### src/rtl/core/sqvt_pkg.sv
// shared types, constants and the arctangent table of the sprite quad transform
package sqvt_pkg;

    localparam int SQVT_MAX_QUADS    = 1024;
    localparam int SQVT_CORDIC_STEPS = 16;
    localparam int SQVT_QUEUE_DEPTH  = 2;
    localparam int SQVT_INDEX_W      = 10;

    localparam logic [31:0] SQVT_CORDIC_GAIN  = 32'h26DD3B6A;
    localparam logic [31:0] SQVT_HALF_TURN    = 32'h80000000;
    localparam logic [31:0] SQVT_QUARTER_TURN = 32'h40000000;

    localparam logic [1:0] CORNER_BL = 2'd0;
    localparam logic [1:0] CORNER_BR = 2'd1;
    localparam logic [1:0] CORNER_TL = 2'd2;
    localparam logic [1:0] CORNER_TR = 2'd3;

    // one classified quad as it waits between front and back
    typedef struct packed {
        logic signed [31:0]        pos_x;
        logic signed [31:0]        pos_y;
        logic signed [31:0]        size_x;
        logic signed [31:0]        size_y;
        logic [15:0]               angle;
        logic [15:0]               uv_lo_u;
        logic [15:0]               uv_lo_v;
        logic [15:0]               uv_hi_u;
        logic [15:0]               uv_hi_v;
        logic [SQVT_INDEX_W-1:0]   quad_index;
        logic                      overflow;
    } sqvt_quad_t;

    typedef struct packed {
        logic       valid;
        sqvt_quad_t quad;
    } sqvt_qpush_t;

    typedef struct packed {
        logic full;
        logic empty;
    } sqvt_qstat_t;

    typedef struct packed {
        logic       busy;
        logic [1:0] corner;
    } sqvt_back_stat_t;

    // arctangent of 2^-i as a fraction of a full turn (2^32 is one turn)
    function automatic logic [31:0] sqvt_atan(input logic [4:0] idx);
        logic [31:0] r;
        case (idx)
            5'd0:    r = 32'h20000000;
            5'd1:    r = 32'h12E4051E;
            5'd2:    r = 32'h09FB385B;
            5'd3:    r = 32'h051111D4;
            5'd4:    r = 32'h028B0D43;
            5'd5:    r = 32'h0145D7E1;
            5'd6:    r = 32'h00A2F61E;
            5'd7:    r = 32'h00517C55;
            5'd8:    r = 32'h0028BE53;
            5'd9:    r = 32'h00145F2F;
            5'd10:   r = 32'h000A2F98;
            5'd11:   r = 32'h000517CC;
            5'd12:   r = 32'h00028BE6;
            5'd13:   r = 32'h000145F3;
            5'd14:   r = 32'h0000A2FA;
            5'd15:   r = 32'h0000517D;
            5'd16:   r = 32'h000028BF;
            5'd17:   r = 32'h0000145F;
            5'd18:   r = 32'h00000A30;
            5'd19:   r = 32'h00000518;
            5'd20:   r = 32'h0000028C;
            5'd21:   r = 32'h00000146;
            5'd22:   r = 32'h000000A3;
            5'd23:   r = 32'h00000051;
            default: r = 32'h00000000;
        endcase
        return r;
    endfunction

endpackage

### src/rtl/core/sqvt_queue.sv
// short fifo of classified quads between front and back
module sqvt_queue (
    input  logic                  clk,
    input  logic                  rst_n,
    input  sqvt_pkg::sqvt_qpush_t push,
    input  logic                  pop,
    output sqvt_pkg::sqvt_quad_t  head,
    output sqvt_pkg::sqvt_qstat_t q_stat
);
    import sqvt_pkg::*;

    localparam int PTR_W = (SQVT_QUEUE_DEPTH > 1) ? $clog2(SQVT_QUEUE_DEPTH) : 1;
    localparam int CNT_W = $clog2(SQVT_QUEUE_DEPTH + 1);

    sqvt_quad_t       entry_reg [SQVT_QUEUE_DEPTH];
    logic [PTR_W-1:0] wr_ptr_reg;
    logic [PTR_W-1:0] rd_ptr_reg;
    logic [CNT_W-1:0] count_reg;
    logic             do_push;
    logic             do_pop;

    assign q_stat.full  = count_reg == CNT_W'(SQVT_QUEUE_DEPTH);
    assign q_stat.empty = count_reg == '0;
    assign do_push      = push.valid && !q_stat.full;
    assign do_pop       = pop && !q_stat.empty;
    assign head         = entry_reg[rd_ptr_reg];

    function automatic logic [PTR_W-1:0] ptr_inc(input logic [PTR_W-1:0] p);
        return (p == PTR_W'(SQVT_QUEUE_DEPTH - 1)) ? '0 : p + PTR_W'(1);
    endfunction

    always_ff @(posedge clk)
    begin
        if (do_push)
        begin
            entry_reg[wr_ptr_reg] <= push.quad;
        end
    end

    always_ff @(posedge clk or negedge rst_n)
    begin
        if (!rst_n)
        begin
            wr_ptr_reg <= '0;
            rd_ptr_reg <= '0;
            count_reg  <= '0;
        end
        else
        begin
            if (do_push)
            begin
                wr_ptr_reg <= ptr_inc(wr_ptr_reg);
            end
            if (do_pop)
            begin
                rd_ptr_reg <= ptr_inc(rd_ptr_reg);
            end
            if (do_push && !do_pop)
            begin
                count_reg <= count_reg + CNT_W'(1);
            end
            else if (do_pop && !do_push)
            begin
                count_reg <= count_reg - CNT_W'(1);
            end
        end
    end

endmodule

### config.mk
export PLATFORM = sky130hd
export DESIGN_NAME = sqvt_queue
export DESIGN_NICKNAME = d
export VERILOG_FILES = /design/src/rtl/core/sqvt_pkg.sv /design/src/rtl/core/sqvt_queue.sv
export SDC_FILE = /design/constraint.sdc
export NUM_CORES = 1
export LEC_CHECK = 0
export BUFFER_PORTS_ARGS = -buffer_cell sky130_fd_sc_hd__buf_2
export CAP_MARGIN = 20
export CORE_AREA = 2 2 174 176
export CTS_CLUSTER_DIAMETER = 150
export DETAILED_ROUTE_END_ITERATION = 16
export DIE_AREA = 0 0 176 178
export PLACE_DENSITY = 0.83
export SYNTH_ARGS = -nofsm -noshare
export SYNTH_HDL_FRONTEND = slang
export SYNTH_SLANG_ARGS = --single-unit
### constraint.sdc
create_clock -name clk -period 22.6 [get_ports clk]
set_input_delay 2.26 -clock clk [delete_from_list [all_inputs] [get_ports clk]]
set_output_delay 2.26 -clock clk [all_outputs]
set_load 0.01 [all_outputs]
Yosys cells after proc, flatten, opt, wreduce, memory -nomap -nowiden --
Memories as Yosys holds them, arrays and structs flattened. Index checks and enable logic that the tools add are counted. W data, S select, Z words.
Storage, ports and cells: register bits after elaboration 4, memory bits (writable) 438, input port bits 223, memories 1
Memory list:
- entry_reg | depth 2, bits a word 219, rd ports 1, clocked after memory_dff 0, write ports 1, line sqvt_queue.sv:15 | sqvt_quad_t entry_reg [SQVT_QUEUE_DEPTH];
Operators by class: $add $sub $neg 4, eq/ne operators 1, multiplexer cells 6, reductions and logical operators 10
Operators with widths (count):
- $logic_and A1 B1 Y1 | 4
- $logic_not A1 Y1 | 4
- $mux W1 | 4
- $mux W2 | 2
- $add A1 B1 Y1 const B | 2
- $add A2 B1 Y2 const B | 1
- $eq A2 B2 Y1 const B | 1
- $logic_not A2 Y1 | 1
- $reduce_bool A2 Y1 | 1
- $sub A2 B1 Y2 const B | 1

Depth between registers and ports, before layout --
depth in word-level cells 7, mapped depth 7, gate-level depth less buffers 7

Worst setup path after synthesis --
No wires, ideal clock.
path kind in2reg, start point input port push[219] (netlist name), end point memory entry_reg[0][0] (netlist name), enable pin, data arrival time 11.425 ns, setup slack 10.373 ns, cell stages on the path 2, cell sequence nand2_1 -> nor2_1
On the way: longest elaborated chain between the ends 3
RTL lines:
- start, declared | line sqvt_queue.sv:5 | input sqvt_pkg::sqvt_qpush_t push,
- $logic_and A1 B1 Y1 | line sqvt_queue.sv:24 | assign do_push = push.valid && !q_stat.full;
- $mux W1 | line sqvt_queue.sv:34 | if (do_push)
- $mux W1 (implied by the code) | line sqvt_queue.sv:36 | entry_reg[wr_ptr_reg] <= push.quad;
- end, declared | line sqvt_queue.sv:15
No other way between the ends.

==> metrics.md <==
| Metric | Value |
|---|---|
| Status | complete, no violations |
| VDD IR max | 89.7 uV |
| Layout Nets | 1398 |
| Required time worst endpoint | 20.34 ns |
| Share of post-route cells with drive strength above 1 | 60.5% |
| Initial antenna violation count | 8 |
| Clock sinks | 442 |
| First-pass GRT wire length | 47.9 mm |
| CP max FO | 65 |
| Power, Total | 2.59 mW |
| Post-synth top area share | 81.8% |
| Die height | 178 um |
| Mapped cell area | 16100 um2 |
| Placer Congestion | 0.811 |
| Register bit total from synthesis | 442 |
| Syn_nets | 924 |
| Clock tree from TritonCTS | yes |
| CP arrival | 3.29 ns |
| Total negative slack | 0 ns |
| Htree depth | 2 |
| Worst Hold Class | reg -> reg |
| Total setup buffers inserted after CTS | 0 |
| Latest clock arrival within the worst-skew pair | 0.52 ns |
| Synth area leader | edfxtp_1 |
| Post-Synthesis Cells | 700 |
| DR WL/cell | 20.8 um |
| Period utilisation layout | 24.5% |
| Leak pwr | 7.46 nW |
| Cell mode on critical path | buf_4 |
| Fin. Hold Viols | 0 |
| Post-synthesis xor/xnor area fraction | 0.272% |
| Final Skew | 0.0105 ns |
| # port buffers | 443 |
| Post-DP HPWL | 23.0 mm |
| Largest register FFs | 438 |
| Area growth, synth to finish | 24.0% |
| Num CTS Buffers | 44 |
| Final Setup Violations | 0 |
| Grt ovf | 0 |
| Final Util | 67.8% |
| Largest family of logic cells by synthesized area | multiplexers |
| DRT Pass-1 Iters | 5 |
| Max Cap Viol | 0 |
| Crit start category | register |
| Worst-margin pin slew | 1.07 ns |
| Max-slew headroom | 28.6% |
| DRC viols | 0 |
| Pin count of the biggest net entering global routing | 81 |
| Core ar. | 29400 um2 |
| Synth Area in Compound Gates | 0.0311% |
| Via density | 5.22 |
| CP Capture Type | output pin |
| Syn avg cell area | 23.0 um2 |
| Setup CP Type | reg -> out |
| Slowest cell on crit path | dfrtp_4 |
| Seq/Total Area, Yosys | 82.5% |
| Ys Warns | 0 |
| Clock Root Buffer | clkbuf_16 |
| Die W | 176 um |
| CP peak stage delay | 0.77 ns |
| Max Clock Freq | 180 MHz |
| Starting Density | 54.7% |
| CTS Hold Buffers Added | 0 |
| Reg clk slew, reported paths | 0.06 ns |
| Fin. max-slew vios | 0 |
| RSZ-0062 raised after global routing | false |
| Drt total wl | 33.3 mm |
| CTS max path bufs | 3 |
| Distinct cells, synth | 14 |
| Vias after detailed routing | 8355 |
| Detail Route Antenna Nets | 0 |
| Mux cell area share after synthesis | 15.3% |
| Fin crit period | 5.55 ns |
| Number of global-route vias before repair | 8563 |
| Area contributors post-synth | edfxtp_1 (82%), mux2_2 (15%), buf_6 (1.5%) |
| Simple-gate share of the synthesized area | 0.171% |
| Iter 0 DRT Violations | 586 |
| Post-Synth Adder-Cell Area | 0.0778% |
| I/O pin count | 444 |
| Pwr Density | 130 nW/um2 |
| Post-CTS sizing | 0 |
| Critical-path cell list | buf_4 > buf_4 > mux2_2 > buf_2 |
| # rows | 63 |
| Die area | 31300 um2 |
| GRT Total Usage | 20.5% |
stage by stage:
step	std cells	worst slack (ns)	instance area, um2	hold slack (ns)
floorplan	700	10.37	16100	0.461
global placement	1518	17.67	18600	0.514
finish	1601	17.05	19900	0.529
global route	1600	16.88	19900	0.558
CTS	1595	17.00	19900	0.526
detailed placement	1518	17.59	18600	0.518
layout make-up:
cell class	instances	area [um2]
tap	390	488
antenna	6	15.0
clock inverter	17	130
timing repair buffer	452	2280
sequential	442	13300
inverter	2	7.51
clock buffer	60	1180
multi-input combinational	232	2570
fill	1880	9470
per-layer routing:
| layer | up-vias | share of wire (%) | routed length [um] | track usage, % |
|---|---|---|---|---|
| met4 | 4 | 3.0 | 988 | 6.99 |
| met3 | 73 | 9.6 | 3200 | 6.22 |
| li1 | 3753 | - | - | - |
| met1 | 4101 | 36 | 12000 | 24.1 |
| met2 | 424 | 51 | 17100 | 36.0 |
| met5 | - | 0.075 | 25 | 0 |
worst max-delay path, delay by kind of cell (launching register included):
kind	cells	cell delay [ns]
flops	1	0.77
mux	1	0.42
buf+inv	3	1.50
synthesized netlist by cell type, drive strengths merged:
library cell	instances
xor2	2
o21ai	1
nand2b	1
buf	24
inv	2
and3	1
dfrtp	4
nor2	3
nand2	1
edfxtp	438
xnor2	3
mux2	219
ha	1
path summary, 6_finish.rpt:
path,start,slack (ns),cells past startpoint,to
max,rd_ptr_reg,17.05,4,head[6]
max reg2reg,count_reg[0],19.42,5,entry_reg[0][117]
min,count_reg[1],0.53,1,count_reg[1]
min in group asynchronous,rst_n,1.56,1,wr_ptr_reg
max in group asynchronous,rst_n,20.87,1,rd_ptr_reg
min reg2reg,count_reg[1],0.53,1,count_reg[1]
cells by family after synthesis:
kind of cell / count (synthesis)
mux: 219
fa+ha+maj: 1
compound gates: 1
buf+inv: 26
xor+xnor: 5
flops: 442
simple gates: 6
power by group:
group / leakage (nW) / internal [mW] / switching [mW]
clock: 0.643 / 0.388 / 0.278
combinational: 2.70 / 0.328 / 0.416
sequential: 4.11 / 1.12 / 0.0546
cell usage in the layout, fill, tap and decap left out, drive strengths merged:
master	n
buf	452
clkbuf	60
mux2	219
o21ai	1
nand2	1
diode	6
nand2b	1
clkinv	14
xor2	2
inv	3
dfrtp	4
ha	1
xnor2	3
nor2	3
and3	1
edfxtp	438
bufinv	2
Note: power is estimated with default switching activity, not from simulation.
