`config.mk`:
```
export PLATFORM = sky130hd
export DESIGN_NAME = sqvt_back_flat
export DESIGN_NICKNAME = d
export VERILOG_FILES = /design/src/rtl/core/sqvt_pkg.sv /design/src/rtl/core/sqvt_if.sv /design/src/rtl/core/sqvt_back.sv /design/src/flat_wrapper.sv
export SDC_FILE = /design/constraint.sdc
export NUM_CORES = 2
export LEC_CHECK = 0
export BUFFER_PORTS_ARGS = -buffer_cell sky130_fd_sc_hd__clkbuf_2
export CAP_MARGIN = 40
export CORE_MARGIN = 8
export CORE_UTILIZATION = 45
export CTS_CLUSTER_SIZE = 20
export DETAILED_ROUTE_END_ITERATION = 16
export PLACE_DENSITY = 0.63
export SLEW_MARGIN = 20
export SYNTH_ARGS = -nofsm -noshare
export SYNTH_HDL_FRONTEND = slang
export SYNTH_SLANG_ARGS = --single-unit
```
`constraint.sdc`:
```
create_clock -name clk -period 33.1 [get_ports clk]
set_input_delay 3.31 -clock clk [delete_from_list [all_inputs] [get_ports clk]]
set_output_delay 3.31 -clock clk [all_outputs]
set_load 0.05 [all_outputs]
```
`src/rtl/core/sqvt_pkg.sv`:
```
// shared types, constants and the arctangent table of the sprite quad transform
package sqvt_pkg;

    localparam int SQVT_MAX_QUADS    = 1024;
    localparam int SQVT_CORDIC_STEPS = 16;
    localparam int SQVT_QUEUE_DEPTH  = 2;
    localparam int SQVT_INDEX_W      = 10;

    localparam logic [31:0] SQVT_CORDIC_GAIN  = 32'h26DD3B6A;
    localparam logic [31:0] SQVT_HALF_TURN    = 32'h80000000;
    localparam logic [31:0] SQVT_QUARTER_TURN = 32'h40000000;

    localparam logic [1:0] CORNER_BL = 2'd0;
    localparam logic [1:0] CORNER_BR = 2'd1;
    localparam logic [1:0] CORNER_TL = 2'd2;
    localparam logic [1:0] CORNER_TR = 2'd3;

    // one classified quad as it waits between front and back
    typedef struct packed {
        logic signed [31:0]        pos_x;
        logic signed [31:0]        pos_y;
        logic signed [31:0]        size_x;
        logic signed [31:0]        size_y;
        logic [15:0]               angle;
        logic [15:0]               uv_lo_u;
        logic [15:0]               uv_lo_v;
        logic [15:0]               uv_hi_u;
        logic [15:0]               uv_hi_v;
        logic [SQVT_INDEX_W-1:0]   quad_index;
        logic                      overflow;
    } sqvt_quad_t;

    typedef struct packed {
        logic       valid;
        sqvt_quad_t quad;
    } sqvt_qpush_t;

    typedef struct packed {
        logic full;
        logic empty;
    } sqvt_qstat_t;

    typedef struct packed {
        logic       busy;
        logic [1:0] corner;
    } sqvt_back_stat_t;

    // arctangent of 2^-i as a fraction of a full turn (2^32 is one turn)
    function automatic logic [31:0] sqvt_atan(input logic [4:0] idx);
        logic [31:0] r;
        case (idx)
            5'd0:    r = 32'h20000000;
            5'd1:    r = 32'h12E4051E;
            5'd2:    r = 32'h09FB385B;
            5'd3:    r = 32'h051111D4;
            5'd4:    r = 32'h028B0D43;
            5'd5:    r = 32'h0145D7E1;
            5'd6:    r = 32'h00A2F61E;
            5'd7:    r = 32'h00517C55;
            5'd8:    r = 32'h0028BE53;
            5'd9:    r = 32'h00145F2F;
            5'd10:   r = 32'h000A2F98;
            5'd11:   r = 32'h000517CC;
            5'd12:   r = 32'h00028BE6;
            5'd13:   r = 32'h000145F3;
            5'd14:   r = 32'h0000A2FA;
            5'd15:   r = 32'h0000517D;
            5'd16:   r = 32'h000028BF;
            5'd17:   r = 32'h0000145F;
            5'd18:   r = 32'h00000A30;
            5'd19:   r = 32'h00000518;
            5'd20:   r = 32'h0000028C;
            5'd21:   r = 32'h00000146;
            5'd22:   r = 32'h000000A3;
            5'd23:   r = 32'h00000051;
            default: r = 32'h00000000;
        endcase
        return r;
    endfunction

endpackage

```
`src/rtl/core/sqvt_if.sv`:
```


interface sqvt_vert_if;
    logic               valid;
    logic               ready;
    logic signed [31:0] vert_x;
    logic signed [31:0] vert_y;
    logic [15:0]        tex_u;
    logic [15:0]        tex_v;
    logic [1:0]         corner;
    logic [9:0]         quad_index;
    logic               last_vertex;
    logic               overflow;

    modport source (
        output valid, vert_x, vert_y, tex_u, tex_v, corner, quad_index,
               last_vertex, overflow,
        input  ready
    );
    modport sink (
        input  valid, vert_x, vert_y, tex_u, tex_v, corner, quad_index,
               last_vertex, overflow,
        output ready
    );
endinterface

```
`src/rtl/core/sqvt_back.sv`:
```
// back end: cordic sine/cosine, shared multiplier, corner sums and vertex output register
module sqvt_back #(
    parameter int CORDIC_STEPS = sqvt_pkg::SQVT_CORDIC_STEPS
) (
    input  logic                      clk,
    input  logic                      rst_n,
    input  sqvt_pkg::sqvt_quad_t      head,
    input  sqvt_pkg::sqvt_qstat_t     q_stat,
    output logic                      pop,
    output sqvt_pkg::sqvt_back_stat_t back_stat,
    sqvt_vert_if.source               vert_out
);
    import sqvt_pkg::*;

    localparam int STEP_W = $clog2(CORDIC_STEPS);

    localparam logic [2:0] ST_IDLE = 3'd0;
    localparam logic [2:0] ST_ROT  = 3'd1;
    localparam logic [2:0] ST_FIX  = 3'd2;
    localparam logic [2:0] ST_MUL  = 3'd3;
    localparam logic [2:0] ST_SUM  = 3'd4;
    localparam logic [2:0] ST_OUT  = 3'd5;

    logic [2:0]         state_reg;
    logic [2:0]         state_next;
    logic [STEP_W-1:0]  step_reg;
    logic [1:0]         mul_idx_reg;
    logic [1:0]         corner_reg;
    sqvt_quad_t         quad_reg;
    logic signed [31:0] center_x_reg;
    logic signed [31:0] center_y_reg;
    logic signed [33:0] cor_x_reg;
    logic signed [33:0] cor_y_reg;
    logic signed [33:0] cor_z_reg;
    logic               flip_reg;
    logic signed [31:0] sin_reg;
    logic signed [31:0] cos_reg;
    logic signed [63:0] prod_reg [4];
    logic signed [31:0] rot_x_reg;
    logic signed [31:0] rot_y_reg;
    logic               out_valid_reg;
    logic               out_valid_next;

    logic [31:0]        ang_full;
    logic [31:0]        ang_turned;
    logic [31:0]        ang_fold;
    logic               fold;
    logic signed [33:0] x_sh;
    logic signed [33:0] y_sh;
    logic signed [33:0] atan_step;
    logic signed [33:0] x_fin;
    logic signed [33:0] y_fin;
    logic signed [31:0] mul_a;
    logic signed [31:0] mul_b;
    logic signed [63:0] mul_p;
    logic signed [65:0] term_a;
    logic signed [65:0] term_b;
    logic signed [65:0] term_c;
    logic signed [65:0] term_d;
    logic signed [65:0] sum_x;
    logic signed [65:0] sum_y;
    logic               last_step;
    logic               out_load;

    assign pop                = (state_reg == ST_IDLE) && !q_stat.empty;
    assign back_stat.busy     = state_reg != ST_IDLE;
    assign back_stat.corner   = corner_reg;
    assign last_step          = step_reg == STEP_W'(CORDIC_STEPS - 1);
    assign out_load           = (state_reg == ST_OUT) && (!out_valid_reg || vert_out.ready);

    // fold the left half plane onto the right, undone by negation later
    always_comb
    begin
        ang_full   = {head.angle, 16'h0000};
        ang_turned = ang_full + SQVT_QUARTER_TURN;
        fold       = ang_turned[31];
        ang_fold   = fold ? ang_full + SQVT_HALF_TURN : ang_full;
    end

    always_comb
    begin
        x_sh      = cor_x_reg >>> step_reg;
        y_sh      = cor_y_reg >>> step_reg;
        atan_step = {2'b00, sqvt_atan(5'(step_reg))};
        x_fin     = flip_reg ? -cor_x_reg : cor_x_reg;
        y_fin     = flip_reg ? -cor_y_reg : cor_y_reg;
    end

    // products: sx*cos, sy*sin, sx*sin, sy*cos
    always_comb
    begin
        mul_a = mul_idx_reg[0] ? quad_reg.size_y : quad_reg.size_x;
        mul_b = (mul_idx_reg[0] ^ mul_idx_reg[1]) ? sin_reg : cos_reg;
        mul_p = mul_a * mul_b;
    end

    // corner signs: right corners take +sx, top corners take +sy
    always_comb
    begin
        term_a = corner_reg[0] ? 66'(prod_reg[0]) : -66'(prod_reg[0]);
        term_b = corner_reg[1] ? 66'(prod_reg[1]) : -66'(prod_reg[1]);
        term_c = corner_reg[0] ? 66'(prod_reg[2]) : -66'(prod_reg[2]);
        term_d = corner_reg[1] ? 66'(prod_reg[3]) : -66'(prod_reg[3]);
        sum_x  = term_a - term_b + 66'sd1073741824;
        sum_y  = term_c + term_d + 66'sd1073741824;
    end

    always_comb
    begin
        state_next = state_reg;
        case (state_reg)
            ST_IDLE:
            begin
                if (!q_stat.empty)
                begin
                    state_next = ST_ROT;
                end
            end
            ST_ROT:
            begin
                if (last_step)
                begin
                    state_next = ST_FIX;
                end
            end
            ST_FIX:
            begin
                state_next = ST_MUL;
            end
            ST_MUL:
            begin
                if (mul_idx_reg == 2'd3)
                begin
                    state_next = ST_SUM;
                end
            end
            ST_SUM:
            begin
                state_next = ST_OUT;
            end
            ST_OUT:
            begin
                if (out_load)
                begin
                    state_next = (corner_reg == CORNER_TR) ? ST_IDLE : ST_SUM;
                end
            end
            default:
            begin
                state_next = ST_IDLE;
            end
        endcase
    end

    always_comb
    begin
        out_valid_next = out_valid_reg && !vert_out.ready;
        if (out_load)
        begin
            out_valid_next = 1'b1;
        end
    end

    always_ff @(posedge clk or negedge rst_n)
    begin
        if (!rst_n)
        begin
            state_reg     <= ST_IDLE;
            step_reg      <= '0;
            mul_idx_reg   <= '0;
            corner_reg    <= CORNER_BL;
            out_valid_reg <= 1'b0;
        end
        else
        begin
            state_reg     <= state_next;
            out_valid_reg <= out_valid_next;
            case (state_reg)
                ST_IDLE:
                begin
                    step_reg    <= '0;
                    mul_idx_reg <= '0;
                    corner_reg  <= CORNER_BL;
                end
                ST_ROT:
                begin
                    step_reg <= step_reg + STEP_W'(1);
                end
                ST_MUL:
                begin
                    mul_idx_reg <= mul_idx_reg + 2'd1;
                end
                ST_OUT:
                begin
                    if (out_load)
                    begin
                        corner_reg <= corner_reg + 2'd1;
                    end
                end
                default:
                begin
                end
            endcase
        end
    end

    always_ff @(posedge clk)
    begin
        case (state_reg)
            ST_IDLE:
            begin
                if (!q_stat.empty)
                begin
                    quad_reg     <= head;
                    center_x_reg <= head.pos_x + (head.size_x >>> 1);
                    center_y_reg <= head.pos_y + (head.size_y >>> 1);
                    cor_x_reg    <= {2'b00, SQVT_CORDIC_GAIN};
                    cor_y_reg    <= '0;
                    cor_z_reg    <= {{2{ang_fold[31]}}, ang_fold};
                    flip_reg     <= fold;
                end
            end
            ST_ROT:
            begin
                if (!cor_z_reg[33])
                begin
                    cor_x_reg <= cor_x_reg - y_sh;
                    cor_y_reg <= cor_y_reg + x_sh;
                    cor_z_reg <= cor_z_reg - atan_step;
                end
                else
                begin
                    cor_x_reg <= cor_x_reg + y_sh;
                    cor_y_reg <= cor_y_reg - x_sh;
                    cor_z_reg <= cor_z_reg + atan_step;
                end
            end
            ST_FIX:
            begin
                sin_reg <= y_fin[31:0];
                cos_reg <= x_fin[31:0];
            end
            ST_MUL:
            begin
                prod_reg[mul_idx_reg] <= mul_p;
            end
            ST_SUM:
            begin
                rot_x_reg <= sum_x[62:31];
                rot_y_reg <= sum_y[62:31];
            end
            default:
            begin
            end
        endcase
    end

    always_ff @(posedge clk)
    begin
        if (out_load)
        begin
            vert_out.vert_x      <= center_x_reg + rot_x_reg;
            vert_out.vert_y      <= center_y_reg + rot_y_reg;
            vert_out.tex_u       <= corner_reg[0] ? quad_reg.uv_hi_u : quad_reg.uv_lo_u;
            vert_out.tex_v       <= corner_reg[1] ? quad_reg.uv_hi_v : quad_reg.uv_lo_v;
            vert_out.corner      <= corner_reg;
            vert_out.quad_index  <= quad_reg.quad_index;
            vert_out.last_vertex <= corner_reg == CORNER_TR;
            vert_out.overflow    <= quad_reg.overflow;
        end
    end

    assign vert_out.valid = out_valid_reg;

endmodule

```
`src/flat_wrapper.sv`:
```
// flat-port wrapper written by rule: the top's interface ports become plain ports
module sqvt_back_flat import sqvt_pkg::*;
#(
    parameter int CORDIC_STEPS = sqvt_pkg::SQVT_CORDIC_STEPS
)
  (clk, rst_n, head, q_stat, pop, back_stat, vert_out_valid, vert_out_vert_x, vert_out_vert_y, vert_out_tex_u, vert_out_tex_v, vert_out_corner, vert_out_quad_index, vert_out_last_vertex, vert_out_overflow, vert_out_ready);
  sqvt_vert_if vert_out_i ();
  input  logic clk;
  input  logic rst_n;
  input  sqvt_pkg::sqvt_quad_t head;
  input  sqvt_pkg::sqvt_qstat_t q_stat;
  output logic pop;
  output sqvt_pkg::sqvt_back_stat_t back_stat;
  output wire logic [$bits(vert_out_i.valid)-1:0] vert_out_valid;
  output wire logic [$bits(vert_out_i.vert_x)-1:0] vert_out_vert_x;
  output wire logic [$bits(vert_out_i.vert_y)-1:0] vert_out_vert_y;
  output wire logic [$bits(vert_out_i.tex_u)-1:0] vert_out_tex_u;
  output wire logic [$bits(vert_out_i.tex_v)-1:0] vert_out_tex_v;
  output wire logic [$bits(vert_out_i.corner)-1:0] vert_out_corner;
  output wire logic [$bits(vert_out_i.quad_index)-1:0] vert_out_quad_index;
  output wire logic [$bits(vert_out_i.last_vertex)-1:0] vert_out_last_vertex;
  output wire logic [$bits(vert_out_i.overflow)-1:0] vert_out_overflow;
  input wire logic [$bits(vert_out_i.ready)-1:0] vert_out_ready;
  assign vert_out_valid = vert_out_i.valid;
  assign vert_out_vert_x = vert_out_i.vert_x;
  assign vert_out_vert_y = vert_out_i.vert_y;
  assign vert_out_tex_u = vert_out_i.tex_u;
  assign vert_out_tex_v = vert_out_i.tex_v;
  assign vert_out_corner = vert_out_i.corner;
  assign vert_out_quad_index = vert_out_i.quad_index;
  assign vert_out_last_vertex = vert_out_i.last_vertex;
  assign vert_out_overflow = vert_out_i.overflow;
  assign vert_out_i.ready = vert_out_ready;
  sqvt_back #(.CORDIC_STEPS(CORDIC_STEPS)) u_core (.clk(clk), .rst_n(rst_n), .head(head), .q_stat(q_stat), .pop(pop), .back_stat(back_stat), .vert_out(vert_out_i));
endmodule
```
== Word-level counts from Yosys, hierarchy flattened ==
Memories as Yosys holds them, arrays and structs flattened.
Index checks and enable logic that the tools add are counted.
Word-level totals
  memory bits (read-only): 480
  logic and storage cells: 124
  memories: 2
  bits in latches: 0
  output and inout port bits: 115
  flip-flop bits (word level): 556
  memory bits (writable): 256
Memories
  (name not given): words 16, width 30, rd ports 1, clocked after memory_dff 0, write ports 0, line sqvt_pkg.sv:51  | case (idx)
  u_core.prod_reg: words 4, width 64, rd ports 4, clocked after memory_dff 0, write ports 1, line sqvt_back.sv:38  | logic signed [63:0] prod_reg [4];
Cells by class
  reductions and logical operators: 16
  $lt $le $gt $ge: 0
  $add $sub $neg: 25
  divide/modulo/power cells: 0
  shifts and indexed selects: 2
  mux-type cells: 33
  bitwise logic cells: 2
  multiply operators: 1
  equal/unequal tests: 12
Operators with widths (number)
  $mux W63: 4
  $neg A63 Y63: 4
  $mux W34: 6
  $pmux W34 S2: 3
  $mux W32: 5
  $add A63 B32 Y63 const B: 2
  $add A34 B34 Y34: 2
  $sshr A34 B4 Y34: 2
  $sub A34 B34 Y34: 2
  $add A32 B31 Y32: 2
  $add A32 B32 Y32: 2
  $mul A32 B32 Y64: 1
  $neg A32 Y32: 2
  $add A63 B63 Y63: 1
  $sub A63 B63 Y63: 1
  $add A34 B33 Y34: 1
  $sub A34 B33 Y34: 1
  $add A32 B31 Y32 const B: 1
  $add A32 B32 Y32 const B: 1
  $mux W16: 2
  $pmux W3 S6: 1
  $mux W3: 5
  $pmux W2 S2: 2
  $pmux W4 S2: 1
  other kinds (21): 37

== Longest topological paths before layout ==
  depth in word-level cells: 5
  depth in mapped cells: 34

== Worst setup path after synthesis ==
No wires, ideal clock.
  path type: input-to-output
  start point: input port q_stat[0] (netlist name)
  end point: output port pop
  cell stages on the path: 1
  setup slack: 17.490 ns
  required time: 29.790 ns
  arrival: 12.300 ns
  path buffers: 0
  cells stage by stage: nor2_1
Between the ends
  word-level cells in the longest chain between the ends: 2
Ends and longest elaborated chain
  from (decl): line flat_wrapper.sv:11  | input sqvt_pkg::sqvt_qstat_t q_stat;
  $logic_not A1 Y1: line sqvt_back.sv:65  | assign pop = (state_reg == ST_IDLE) && !q_stat.empty;
  $logic_and A1 B1 Y1: line sqvt_back.sv:65
  to (decl): line flat_wrapper.sv:12  | output logic pop;
Every way passes these cells.

== Worst setup path in the final report ==
  start point: register u_core.mul_idx_reg[0]
  end point: memory u_core.prod_reg[3][51], data pin
Between the ends
  word-level cells in the longest chain between the ends: 3
Ends and longest elaborated chain
  from (decl): line sqvt_back.sv:27  | logic [1:0] mul_idx_reg;
  from (signal assigned): line sqvt_back.sv:191  | mul_idx_reg <= mul_idx_reg + 2'd1;
  $xor A1 B1 Y1: line sqvt_back.sv:93  | mul_b = (mul_idx_reg[0] ^ mul_idx_reg[1]) ? sin_reg : cos_reg;
  $mux W32: line sqvt_back.sv:93
  $mul A32 B32 Y64 *: line sqvt_back.sv:94  | mul_p = mul_a * mul_b;
  named net u_core.mul_p[51]: line sqvt_back.sv:55  | logic signed [63:0] mul_p;
  to (decl): line sqvt_back.sv:38
Mark *: on every way through the listed nets, which the timed path passes. The rest lies on a longest branch.

==> results.sh <==
export IMPL_place_area_um2=96390
export IMPL_die_w_um=466.8
export IMPL_ys_seq_area_frac=0.2647
export IMPL_grt_first_pass_wirelength_um=431400
export IMPL_synth_seq_cells=808
export IMPL_first_pass_iters=6
export IMPL_final_area_um2=99840
export IMPL_grt_use_total=0.2572
export IMPL_drt_initial_drc_count=6547
export IMPL_start_kind="register"
export IMPL_synth_edf_count=796
export IMPL_wl_met1_um=113700
export IMPL_clock_tree_root_cell="clkbuf_16"
export IMPL_grt_pass1_vias=70966
export IMPL_hpwl_um=226200
export IMPL_ant_nets=0
export IMPL_numCtsBuffers=93
export IMPL_dieArea_um2=217900
export IMPL_wl_met3_um=25730
export IMPL_cp_slowest_cell="fa_1"
export IMPL_routabilityCongestion=0.9735
export IMPL_period_share=0.3490
export IMPL_path_class="reg2reg"
export IMPL_synth_top_area_frac=0.2614
export IMPL_rsz0062_at_grt="no"
export IMPL_drt_vias_per_instance=5.765
export IMPL_overflow=0
export IMPL_io_pins=339
export IMPL_fin_skew_ns=0.02594
export IMPL_hold_depth=0
export IMPL_grt_max_degree=70
export IMPL_wl_um=285100
export IMPL_reg2reg_depth=25
export IMPL_area_growth_syn_to_layout_pct=9.189
export IMPL_finalSetupViolations=0
export IMPL_endpoint_kind="register"
export IMPL_drc=0
export IMPL_tightestPinTransition_ns=0.9635
export IMPL_path_common_cell="fa_1"
export IMPL_worstSkewPairLatency_ns=0.76
export IMPL_wl_met2_um=130800
export IMPL_port_buffers=337
export IMPL_initial_utilization=0.4524
export IMPL_clk_path_buf_depth=3
export IMPL_wire_per_inst_um=23.59
export IMPL_required_ns=33.51
export IMPL_max_freq_ghz=0.08657
export IMPL_setup_tns_final_ns=0
export IMPL_synth_cell_types=113
export IMPL_synth_net_count=11082
export IMPL_maxSlewViolCount=0
export IMPL_cp_slowest_stage_delay_ns=0.88
export IMPL_syn_area_per_cell_um2=10.03
export IMPL_cts_htree_levels=3
export IMPL_post_cts_buffers=0
export IMPL_synth_async_reset_ratio=0.01485
export IMPL_period_minus_slack_ns=11.55
export IMPL_synth_flop_cell="edfxtp_1"
export IMPL_vias=69674
export IMPL_yosysWarnings=0
export IMPL_dieHeight_um=466.8
export IMPL_clk_pin_slew_ns=0.06
export IMPL_n_fill_cell=18236
export IMPL_outcome="completed"
export IMPL_cts_tree="built"
export IMPL_synth_area_leaders="edfxtp_1 26%, fa_1 24%, ha_1 9.1%"
export IMPL_cts_hold_buf=0
export IMPL_cts_repair_resized=0
export IMPL_rows=165
export IMPL_worstPathArrival_ns=11.96
export IMPL_max_slew_margin_rel=0.3530
export IMPL_top_layer_used="met5"
export IMPL_final_nets=11301
export IMPL_antenna_found_initial=15
export IMPL_synth_area_leader_cell="edfxtp_1"
export IMPL_max_cap_violations=0
export IMPL_netlist_area_um2=91440
export IMPL_cts_sinks=808
export IMPL_drive_gt1_frac=0.1021
export IMPL_worst_path_max_fanout=53
export IMPL_holdCritPathClass="reg2reg"
export IMPL_largest_reg_flops=252
export IMPL_syn_instance_count=9112
export IMPL_timing_final_hold_violations=0
export IMPL_core_um2=202100
## logic make-up after synthesis
| logic type | synth area share |
|---|---|
| buffers and inverters | 0.06121 |
| adders and majority gates | 0.3276 |
| AOI/OAI and AO/OA | 0.1043 |
| and+or+nand+nor | 0.1269 |
| xor gates and xnor gates | 0.06771 |
| muxes | 0.04759 |
| DFF | 0.2647 |
## critical path, delay by kind of cell (launching register included)
kind,cells,cell delay (ns)
DFF,1,0.56
AOI/OAI and AO/OA,4,1.33
buffers and inverters,6,1.93
muxes,1,0.41
xor gates and xnor gates,1,0.76
and+or+nand+nor,3,0.56
adders and majority gates,10,5.57
## path summary, 6_finish.rpt
| kind | start | end | slack (ns) |
|---|---|---|---|
| max | u_core.mul_idx_reg[0] | u_core.prod_reg[3][51] | 21.55 |
| min | u_core.quad_reg[3] | u_core.vert_out.quad_index[2] | 0.42 |
| max reg2reg | u_core.mul_idx_reg[0] | u_core.prod_reg[3][51] | 21.55 |
| min reg2reg | u_core.quad_reg[3] | u_core.vert_out.quad_index[2] | 0.42 |
| max in group asynchronous | rst_n | u_core.step_reg[3] | 30.19 |
| min in group asynchronous | rst_n | u_core.vert_out.valid | 2.52 |
## cell type report
type,count,area (µm²),share of cell area
diodes,4,10.01,0.0001003
clock buffers,106,2376,0.02380
clock inverters,67,919.6,0.009211
inverters,1099,4125,0.04132
multi-input cells,6854,61880,0.6198
flip-flops and latches,808,24230,0.2427
well taps,2672,3343,0.03349
repair buffers,475,2950,0.02955
## cell usage after synthesis, drive strengths merged, types with 42 or more instances
library cell	count
mux4	72
nand2b	77
a21oi	512
xor2	290
and2	54
or3	55
a31oi	82
o21bai	42
nor2b	57
nor3	152
clkbuf	274
inv	1096
nand3	95
a211oi	59
ha	666
nor2	1001
nand2	833
mux2	148
buf	77
fa	1080
mux2i	104
o21a	78
edfxtp	796
a21o	193
and3	51
o21ai	266
xnor2	416
## cells in the final DEF, fill, tap and decap left out, types with 17 or more instances in the layout
master,n
o211ai_1,26
clkbuf_16,93
mux2_2,131
nand2_1,832
xnor2_1,415
xor2_1,290
nor3_1,148
mux2i_2,37
a21boi_0,17
a211oi_1,58
nand3_1,95
edfxtp_1,796
and2_1,43
nor4_1,34
mux2i_1,63
fa_1,1080
or2_2,21
nor2b_1,57
o21a_1,78
or3_1,53
nand4_1,33
a21o_1,193
and3_1,50
o22ai_1,20
buf_4,112
o21bai_1,42
a21oi_1,510
o31ai_1,39
clkbuf_2,337
nand2b_1,77
and4_1,18
mux4_2,72
or4_1,22
a31oi_1,81
nor2_1,997
ha_1,665
o21ai_0,260
inv_1,1095
## per-layer routing
| metal | GRT usage | vias up |
|---|---|---|
| met5 | 0.0002227 | - |
| met4 | 0.1134 | 2 |
| met3 | 0.05165 | 594 |
| met2 | 0.4220 | 3139 |
| met1 | 0.3307 | 34710 |
| li1 | - | 31229 |
## through the flow
step / util / hold WS [ns] / setup slack [ns] / instances
after CTS: 0.4932 / 0.4184 / 21.27 / 12075
after detailed placement: 0.4769 / 0.4052 / 21.30 / 11902
final: 0.4940 / 0.4216 / 21.55 / 12085
after floorplan: - / 0.4003 / 17.49 / 9112
after global placement: 0.4751 / 0.4042 / 21.57 / 11872
after global routing: 0.4939 / 0.4244 / 21.27 / 12083
Power is left out: the tool's default activity adds up to more than one toggle a clock period on the data nets, which glitch-free logic cannot reach.
